## src/point_projection_depth_buffer_top_assert.svh

```systemverilog
// Assertion macros for the point projection depth buffer.
// Used by the top level; no other dependencies.
`ifndef POINT_PROJECTION_DEPTH_BUFFER_TOP_ASSERT_SVH
`define POINT_PROJECTION_DEPTH_BUFFER_TOP_ASSERT_SVH
`ifndef SYNTHESIS
`define PPDB_ASSERT(label, clk, rst, prop) \
   label: assert property (@(posedge clk) disable iff (rst) prop) else $error("%m: label");
`define PPDB_ASSERT_RST(label, clk, prop) \
   label: assert property (@(posedge clk) prop) else $error("%m: label");
`else
`define PPDB_ASSERT(label, clk, rst, prop)
`define PPDB_ASSERT_RST(label, clk, prop)
`endif
`endif

```

## src/ppdb_ram.sv

```systemverilog
// Generic single-port RAM with registered read.
// No dependencies.
module ppdb_ram #(
   parameter int WIDTH = 8,
   parameter int DEPTH = 16
) (
   input  logic                     clock,
   input  logic                     we,
   input  logic [$clog2(DEPTH)-1:0] addr,
   input  logic [WIDTH-1:0]         wdata,
   output logic [WIDTH-1:0]         rdata
);
   logic [WIDTH-1:0] mem [DEPTH];

   always_ff @(posedge clock) begin
      if (we) begin
         mem[addr] <= wdata;
      end
      rdata <= mem[addr];
   end
endmodule

```

## config.mk

```make
export PLATFORM = sky130hd
export DESIGN_NAME = ppdb_ram
export DESIGN_NICKNAME = d
export VERILOG_FILES = /design/src/point_projection_depth_buffer_top_assert.svh /design/src/ppdb_ram.sv
export SDC_FILE = /design/constraint.sdc
export NUM_CORES = 1
export LEC_CHECK = 0
export ABC_AREA = 1
export BUFFER_PORTS_ARGS = -buffer_cell sky130_fd_sc_hd__buf_4
export CAP_MARGIN = 30
export CORE_MARGIN = 5
export CORE_UTILIZATION = 59
export CTS_CLUSTER_DIAMETER = 50
export DETAILED_ROUTE_END_ITERATION = 12
export PLACE_DENSITY = 0.82
export SETUP_SLACK_MARGIN = 0.4
export SYNTH_ARGS = -nofsm -noshare
export SYNTH_HDL_FRONTEND = slang
export SYNTH_SLANG_ARGS = --single-unit
```

## constraint.sdc

```tcl
create_clock -name clock -period 1.74 [get_ports clock]
set_input_delay 0.174 -clock clock [delete_from_list [all_inputs] [get_ports clock]]
set_output_delay 0.174 -clock clock [all_outputs]
set_load 0.01 [all_outputs]
```

=== Word level (Yosys, flattened, before mapping) ===
Memories as Yosys holds them, arrays and structs flattened. A register that Yosys moved wholly into a read port is not among the register bits.
Index checks and enable logic that the tools add are counted.

* $add $sub $neg: 0
* Multiply operators: 0
* Div/mod/pow operators: 0
* Magnitude comparators: 0
* Equal/unequal tests: 0
* Shift-type cells: 0
* Mux-type cells: 2
* Bitwise operators: 0
* Reductions and logical operators: 0

{| class="wikitable"
|+ Operator list
! cell !! number
|-
| 1-bit two-way mux || 2
|}

* Flip-flop bits (word level): 0
* Bits in latches: 0
* Bits in writable memories: 128
* Bits in read-only memories: 0
* Input bits: 14
* Output and inout port bits: 8
* Memories kept: 1

{| class="wikitable"
|+ Memory list
! memory !! words !! width !! rd ports !! clocked after Yosys merged registers in !! write ports !! line !! text
|-
| mem || 16 || 8 || 1 || 1 || 1 || ppdb_ram.sv:13 || <nowiki>logic [WIDTH-1:0] mem [DEPTH];</nowiki>
|}

=== Logic depth before layout (Yosys ltp) ===
Gate-level depths: netlist of the first run.

* Word-level depth: 2
* Gate-level depth with buffers: 11
* Depth with buffers taken out: 9

=== Worst setup path before layout of the first run ===
Ideal clock, no wire load.

* Path type: input to register
* Start: input addr[1]
* End: memory mem[3][0] (enable)
* Setup time: 370 ps
* Data arrival time: 1181 ps
* Slack: 189 ps
* Stages: 4
* Cell sequence: buf_2 clkbuf_1 nand3_1 nor2_1

{| class="wikitable"
|+ RTL lines
! what !! line !! text
|-
| start, declared || ppdb_ram.sv:9 || <nowiki>input logic [$clog2(DEPTH)-1:0] addr,</nowiki>
|-
| end, declared || ppdb_ram.sv:13 ||
|}

No word-level cell before the write port.

=== Worst setup path in the final report of the first run ===
* Start: register rdata[4] (read register of mem)
* End: output rdata[4]

{| class="wikitable"
|+ RTL lines
! what !! line !! text
|-
| start, declared || ppdb_ram.sv:11 || <nowiki>output logic [WIDTH-1:0] rdata</nowiki>
|}

No word-level cell between the ends.

==> impl_metrics.json, run 1 <==
{
  "status": "completed",
  "cp_slowest_cell": "dfxtp_1",
  "cap_violations": 0,
  "postSynthRegisterBits": 136,
  "fin_cells": 722,
  "synthTopCellsByCount": "nand2_1 (346), edfxtp_1 (128), inv_1 (21)",
  "num_rows": 35,
  "leakage_nw": 2.81,
  "worst_pin_slew_ns": 0.433,
  "numCtsBuffers": 17,
  "syn2layout_area_growth_pct": 18.9,
  "cts_tree": "built",
  "clockRootBuffer": "clkbuf_8",
  "yosysMostFrequentCell": "nand2_1",
  "synth_warnings": 0,
  "ys_top_cells_by_area": "edfxtp_1 (69%), nand2_1 (23%), dfxtp_1 (2.9%), inv_1 (1.4%), nor2_1 (1.2%)",
  "grt_antenna_before_repair": 0,
  "hpwl_um": 7310,
  "synth-edff-count": 128,
  "setup_viol": 0,
  "required_ns": 1.57,
  "grt_pass1_wl_um": 19700,
  "layout_min_cycle_time_ns": 1.11,
  "worstPathArrival_ns": 0.94,
  "h-tree-depth": 4,
  "antenna_left": 0,
  "synthArstFlopShare": 0,
  "synthCells": 548,
  "portBuffers": 21,
  "syn-cell-area_um2": 5590,
  "drc": 0,
  "postCtsHoldBufs": 2,
  "cts_setup_buffers": 0,
  "synthSimpleGateAreaFrac": 0.248,
  "overflow": 0,
  "internal_power_mw": 6.28,
  "p_clk_frac": 0.473,
  "vdd_ir_drop_max_mv": 0.925,
  "hold_ws_ns": 0.0233,
  "synthAdderAreaFrac": 0,
  "yosysSeqAreaShare": 0.716,
  "fmax_mhz": 898,
  "r2r_slack_ns": 0.66,
  "busiest_layer": "met2",
  "path_clk_slew_ns": 0.06,
  "cts.sinks": 136,
  "worstPathMaxFanout": 1,
  "wirelength_um": 11900,
  "met2_usage": 0.375,
  "grt_max_degree": 33,
  "grtUsageMet3": 0.0486,
  "rr_endpoint": "rdata[7]",
  "first_global_vias": 3845,
  "startpoint_type": "register",
  "tns_ns": 0,
  "synth_cell_types": 11,
  "pin_count": 22,
  "clockBufferDepth": 2,
  "drive_above_1_share": 0.140,
  "finalMaxSlewViolations": 0,
  "holdPathStages": 1,
  "drt_iter0_drc": 375,
  "layout.nets": 594,
  "max_stage_delay_ns": 0.30,
  "period_share": 0.640,
  "rsz0062_at_grt": "no",
  "synth_xor_area_frac": 0,
  "cts.repair.resized": 0,
  "drt-pass1-iter-count": 5,
  "hold_path_end": "mem[3][6]",
  "syn-num-nets": 562,
  "slew-limit-headroom": 0.710,
  "synth-main-ff-cell": "edfxtp_1",
  "synth_top_area_cell": "edfxtp_1",
  "nFillCells": 581,
  "routedWlPerCell_um": 16.5,
  "r2r_cells": 8,
  "timing.rr.start": "mem[7][7]",
  "path_delay_family": "flip-flops",
  "die_h_um": 107,
  "finalHoldViolations": 0,
  "clock_latency_ns": 0.51,
  "switching_share": 0.208,
  "criticalPathCategory": "register to output port",
  "vias": 3867,
  "synth.top_cell.area_share": 0.687,
  "power_density_nw_per_um2": 1190,
  "combPwrFrac": 0.063,
  "use_met1": 0.295,
  "core_area_um2": 9240,
  "place.gp.congestion": 0.865,
  "avgSynthCellArea_um2": 10.2,
  "diodes": 0,
  "path_buf_inv": 1,
  "hp-class": "input port to register",
  "holdCritStartpoint": "wdata[6]",
  "die_w_um": 107,
  "pwr-share-seq": 0.464,
  "finClkSkew_ns": 0.00714,
  "dieArea_um2": 11500,
  "routed_via_density": 5.36,
  "initial_core_util": 0.605,
  "end_kind": "output port",
  "netSwitchingPower_mw": 1.65,
  "path_cells": "buf_4",
  "dp.cells": 688,
  "synth.mux.area_fraction": 0,
  "synth_top_family_by_area": "simple AND/OR/NAND/NOR gates",
  "grt_use_total": 0.228,
  "synth-compound-area-share": 0
}
[flip-flops by register name (all words and copies together), names as in the netlist]
register and cells:
rdata 8, mem 128
[kinds of logic (layout without fill, tap and decap cells)]
| kind of cell | Yosys count | count (layout) |
|---|---|---|
| buffers and inverters | 44 | 89 |
| flip-flops | 136 | 136 |
| AND/OR/NAND/NOR | 368 | 368 |
[metal layers]
metal / vias to the layer above / part of all wire
met5: - / 0
met4: 0 / 0.032
met3: 34 / 0.088
met2: 196 / 0.49
met1: 1818 / 0.39
li1: 1819 / -
[cell type report]
class	count	area (µm²)	area share
sequential	136	4000	0.602
multi-input combinational	368	1520	0.228
clock buffer	19	422	0.0634
timing repair buffer	34	260	0.0391
clock inverter	13	203	0.0305
tap	129	161	0.0243
inverter	23	86.3	0.0130
[cell usage in the layout (no fill, tap or decap)]
cell,count
nand2_1,346
edfxtp_1,128
buf_4,32
inv_1,21
clkbuf_16,16
nor2_4,14
dfxtp_1,8
bufinv_16,5
nand3_2,4
clkinv_2,4
nor2_1,2
nor2_2,2
clkbuf_1,2
clkinvlp_4,2
dlygate4sd3_1,2
inv_2,1
clkinv_1,1
clkbuf_8,1
inv_6,1
clkinv_4,1
[worst max-delay path by stage]
stage / from / endpoint / slack [ns] / cells past startpoint
after floorplan: addr[1] / mem[0][0] / 0.34 / 5
after CTS: rdata[7] / rdata[7] / 0.60 / 1
after global routing: rdata[5] / rdata[5] / 0.59 / 1
after detailed placement: addr[0] / mem[6][6] / 0.26 / 5
after global placement: addr[0] / mem[6][6] / 0.29 / 5
final: rdata[4] / rdata[4] / 0.63 / 1
[through the flow]
stage               area, µm²  utilization  power, mW  setup slack [ns]
CTS                      6650        0.720       7.96             0.603
global placement         6010        0.650       4.22             0.295
detailed placement       6010        0.650       4.23             0.260
floorplan                5720            -       4.03             0.338
finish                   6650        0.720       7.93             0.626
global route             6650        0.720       8.20             0.588
[power by group through the flow]
| stage | Clock, mW | Combinational (mW) | Sequential [mW] |
|---|---|---|---|
| after floorplan | 0 | 0.275 | 3.76 |
| after global placement | 0 | 0.470 | 3.75 |
| after detailed placement | 0 | 0.480 | 3.75 |
| after CTS | 3.78 | 0.497 | 3.68 |
| after global routing | 3.96 | 0.554 | 3.69 |
| final | 3.75 | 0.497 | 3.68 |
Note: power is estimated with default switching activity, not from simulation.
==> inputs of run 2 (changes only) <==
CORE_UTILIZATION = 55   (was 59)
PLACE_DENSITY = 0.8   (was 0.82)
clock period = 0.9 ns   (was 1.74 ns; I/O delays follow)
==> impl_metrics.json, run 2 (synthesized netlist as in run 1, its figures left out) <==
{
  "dieArea_um2": 12300,
  "busiest_layer": "met2",
  "path_cells": "buf_6",
  "period_share": 1.18,
  "worst_pin_slew_ns": 0.306,
  "drt-pass1-iter-count": 8,
  "portBuffers": 21,
  "hpwl_um": 7850,
  "nFillCells": 596,
  "top_regs": "mem: 128 flops, rdata: 8 flops",
  "leakage_nw": 2.94,
  "clockBufferDepth": 2,
  "grt_use_total": 0.214,
  "cp_slowest_cell": "dfxtp_2",
  "final_common_cell": "nand2_1",
  "worstPathMaxFanout": 1,
  "hold_ws_ns": -0.0796,
  "combPwrFrac": 0.073,
  "cts.sinks": 136,
  "pwr-share-seq": 0.450,
  "vias": 3865,
  "layout.nets": 597,
  "postLayoutCellArea_um2": 7080,
  "num_rows": 36,
  "fin_ws_ns": -0.166,
  "finalMaxSlewViolations": 0,
  "overflow": 0,
  "end_kind": "output port",
  "rr_endpoint": "rdata[4]",
  "slew-limit-headroom": 0.796,
  "cts_tree": "built",
  "criticalPathCategory": "register to output port",
  "layout_min_cycle_time_ns": 1.07,
  "use_met1": 0.257,
  "antenna_left": 0,
  "grt_antenna_before_repair": 0,
  "holdPathStages": 1,
  "die_w_um": 111,
  "vdd_ir_drop_max_mv": 1.69,
  "first_global_vias": 3936,
  "placed_cell_area_um2": 6210,
  "regMostFlops": "mem",
  "violations": "negative hold slack, negative setup slack",
  "required_ns": 0.81,
  "switching_share": 0.207,
  "clock_latency_ns": 0.52,
  "hp-class": "input port to register",
  "r2r_cells": 8,
  "p_clk_frac": 0.477,
  "routed_via_density": 5.30,
  "met2_usage": 0.368,
  "die_h_um": 111,
  "path_clk_slew_ns": 0.06,
  "grt_max_degree": 37,
  "max_stage_delay_ns": 0.35,
  "pre_cts_ws_ns": -0.277,
  "path_buf_inv": 1,
  "drc": 0,
  "place.gp.congestion": 0.897,
  "clockRootBuffer": "clkbuf_8",
  "path_delay_family": "flip-flops",
  "diodes": 0,
  "finalHoldViolations": 128,
  "drt_iter0_drc": 386,
  "layout_common_cells": "nand2_1 (325), edfxtp_1 (128), nand2_2 (19)",
  "rsz0062_at_grt": "yes",
  "status": "finished with violations",
  "final_util": 0.718,
  "fmax_mhz": 938,
  "grt_pass1_wl_um": 20000,
  "p_total_mw": 15.9,
  "finClkSkew_ns": 0.00556,
  "routedWlPerCell_um": 17.4,
  "drive_above_1_share": 0.216,
  "r2r_slack_ns": -0.14,
  "h-tree-depth": 4,
  "wirelength_um": 12700,
  "holdCritStartpoint": "wdata[1]",
  "power_density_nw_per_um2": 2240,
  "initial_core_util": 0.567,
  "grtUsageMet3": 0.0475,
  "setup_viol": 16,
  "startpoint_type": "register",
  "timing.rr.start": "mem[2][4]",
  "core_area_um2": 9860,
  "pin_count": 22,
  "largest_reg_flops": 128,
  "netSwitchingPower_mw": 3.29,
  "syn2layout_area_growth_pct": 26.6,
  "worstPathArrival_ns": 0.98,
  "internal_power_mw": 12.6,
  "numCtsBuffers": 17,
  "cap_violations": 0,
  "hold_path_end": "mem[3][1]"
}
## run 2: cell count changes in the layout (fill, tap and decap cells not counted), sizes merged
cell / before / now
clkinvlp: 2 / 1
clkinv: 6 / 5
dlygate4sd3: 2 / 0
clkbuf: 19 / 22
buf: 32 / 37
inv: 23 / 22
## run 2: worst max-delay path by stage
| stage | startpoint | to | slack [ns] | cells past startpoint |
|---|---|---|---|---|
| 6_report | rdata[6] | rdata[6] | -0.17 | 1 |
| 3_3_place_gp | addr[0] | rdata[6] | -0.25 | 11 |
| 5_1_grt | mem[2][4] | rdata[4] | -0.19 | 8 |
| 2_1_floorplan | addr[1] | mem[13][0] | -0.14 | 5 |
| 4_1_cts | rdata[6] | rdata[6] | -0.17 | 1 |
| 3_5_place_dp | addr[0] | mem[14][0] | -0.28 | 4 |
## run 2: what timing repair did
action                     CTS  global route
setup endpoints to repair  144           113
hold endpoints to repair   128           128
gates cloned                 0             0
gates resized for setup     37            22
pin swaps                   39            28
buffers inserted             2             0
## run 2: per-layer routing
| metal | up-vias | part of all wire |
|---|---|---|
| li1 | 1825 | - |
| met1 | 1874 | 0.40 |
| met2 | 133 | 0.52 |
| met3 | 33 | 0.054 |
| met4 | 0 | 0.028 |
| met5 | - | 0 |
## run 2: power groups by stage
stage | clock network, mW | registers (mW) | logic [mW]
finish | 7.59 | 7.15 | 1.16
floorplan | 0 | 7.27 | 0.604
detailed placement | 0 | 7.26 | 1.03
global placement | 0 | 7.26 | 1.01
CTS | 7.63 | 7.14 | 1.12
global route | 7.96 | 7.16 | 1.26
## run 2: cell type report
class	count	area (µm²)	share of cell area
Sequential cell	136	4010	0.567
Multi-Input combinational cell	368	1630	0.231
Clock buffer	22	473	0.0668
Timing Repair Buffer	37	473	0.0668
Clock inverter	10	189	0.0267
Tap cell	133	166	0.0235
Inverter	23	130	0.0184
## run 2: stage by stage
stage,hold WS (ns),TNS [ns],instances
6_report,-0.0796,-1.84,729
5_1_grt,-0.0851,-2.62,729
4_1_cts,-0.0838,-1.86,729
3_5_place_dp,0.455,-31.19,695
3_3_place_gp,0.448,-28.00,695
2_1_floorplan,0.189,-14.79,548
==> inputs of run 3 (changes only) <==
REMOVE_ABC_BUFFERS = 1   (was default)
==> impl_metrics.json, run 3 (synthesized netlist as in run 1, its figures left out) <==
{
  "cts_tree": "built",
  "fin_cells": 745,
  "layout_common_cells": "nand2_1 (325), edfxtp_1 (128), buf_4 (30)",
  "drc": 0,
  "finalHoldViolations": 128,
  "grt_antenna_before_repair": 0,
  "hold_ws_ns": -0.0783,
  "wirelength_um": 13800,
  "place.gp.congestion": 0.983,
  "worst_pin_slew_ns": 0.348,
  "largest_reg_flops": 128,
  "violations": "negative hold slack, negative setup slack",
  "grt_pass1_wl_um": 20600,
  "clockBufferDepth": 2,
  "pin_count": 22,
  "criticalPathCategory": "register to output port",
  "setup_viol": 16,
  "clockRootBuffer": "clkbuf_8",
  "die_w_um": 111,
  "vias": 4091,
  "portBuffers": 21,
  "numCtsBuffers": 17,
  "hp-class": "input port to register",
  "grt_max_degree": 33,
  "num_rows": 36,
  "final_common_cell": "nand2_1",
  "slew-limit-headroom": 0.768,
  "layout_min_cycle_time_ns": 1.08,
  "tns_ns": -2.44,
  "fin_ws_ns": -0.178,
  "regMostFlops": "mem",
  "path_clk_slew_ns": 0.06,
  "max_stage_delay_ns": 0.35,
  "routed_via_density": 5.49,
  "antenna_left": 0,
  "end_kind": "output port",
  "path_buf_inv": 1,
  "grt_use_total": 0.223,
  "period_share": 1.20,
  "drt_iter0_drc": 435,
  "rsz0062_at_grt": "yes",
  "finalMaxSlewViolations": 0,
  "syn2layout_area_growth_pct": 23.9,
  "fmax_mhz": 928,
  "path_delay_family": "flip-flops",
  "h-tree-depth": 4,
  "top_regs": "mem: 128 flops, rdata: 8 flops",
  "leakage_nw": 2.93,
  "overflow": 0,
  "diodes": 0,
  "nFillCells": 616,
  "power_density_nw_per_um2": 2140,
  "clock_latency_ns": 0.54,
  "initial_core_util": 0.567,
  "final_util": 0.703,
  "vdd_ir_drop_max_mv": 1.63,
  "cp_slowest_cell": "dfxtp_2",
  "path_cells": "buf_6",
  "pre_cts_ws_ns": -0.353,
  "finClkSkew_ns": 0.00663,
  "dp.cells": 713,
  "first_global_vias": 3882,
  "cts_setup_buffers": 0,
  "worstPathArrival_ns": 0.99,
  "drt-pass1-iter-count": 5,
  "dieArea_um2": 12300,
  "cap_violations": 0,
  "routedWlPerCell_um": 18.5,
  "required_ns": 0.81,
  "core_area_um2": 9860,
  "status": "finished with violations",
  "startpoint_type": "register",
  "layout.nets": 613,
  "hpwl_um": 7860,
  "cts.sinks": 136,
  "die_h_um": 111,
  "worstPathMaxFanout": 1,
  "drive_above_1_share": 0.229
}
==> run 3: cell count changes in the layout (fill, tap and decap cells not counted), moves of 6 or more <==
| cell | change |
|---|---|
| nor2_4 | -12 |
| buf_4 | +15 |
| inv_6 | +6 |
| buf_12 | -6 |
| nor2_2 | +9 |
| buf_6 | +8 |
==> run 3: cell type report <==
| cell class | count | area, µm² | share of cell area |
|---|---|---|---|
| Tap cell | 133 | 166 | 0.0240 |
| Inverter | 23 | 101 | 0.0146 |
| Clock buffer | 18 | 418 | 0.0603 |
| Timing Repair Buffer | 53 | 528 | 0.0762 |
| Multi-Input combinational cell | 368 | 1570 | 0.226 |
| Clock inverter | 14 | 138 | 0.0199 |
| Sequential cell | 136 | 4010 | 0.579 |
==> run 3: final timing paths <==
path | endpoint | slack (ns) | from | depth (start not counted)
setup reg to reg | rdata[4] | -0.17 | mem[6][4] | 8
hold reg to reg | rdata[5] | 0.73 | mem[10][5] | 8
hold / removal | mem[5][7] | -0.08 | wdata[7] | 1
setup / recovery | rdata[4] | -0.18 | rdata[4] | 1
==> run 3: layer usage <==
| metal | wire length, µm | global-route usage |
|---|---|---|
| met1 | 5300 | 0.290 |
| met2 | 6630 | 0.354 |
| met3 | 1420 | 0.0584 |
| met4 | 414 | 0.0944 |
| met5 | 0 | 0 |
==> run 3: stage by stage <==
stage          cell area [µm²]  total power [mW]  hold WS, ns
3_3_place_gp              6090              8.20        0.464
4_1_cts                   6770              14.7      -0.0957
6_report                  6930              14.8      -0.0783
2_1_floorplan             5480              7.67        0.189
5_1_grt                   6930              15.2      -0.0843
3_5_place_dp              6090              8.22        0.467
==> run 3: report_power, final <==
part	total [mW]	switching (mW)	internal, mW
logic	1.15	0.753	0.397
clock network	6.53	2.80	3.72
registers	7.14	0.0533	7.09
total	14.8	3.61	11.2
==> run 3: timing repair <==
item	in CTS	in global routing
pin swaps	25	35
endpoints found under the setup margin	144	144
resized for setup	39	55
endpoints found under the hold margin	128	128
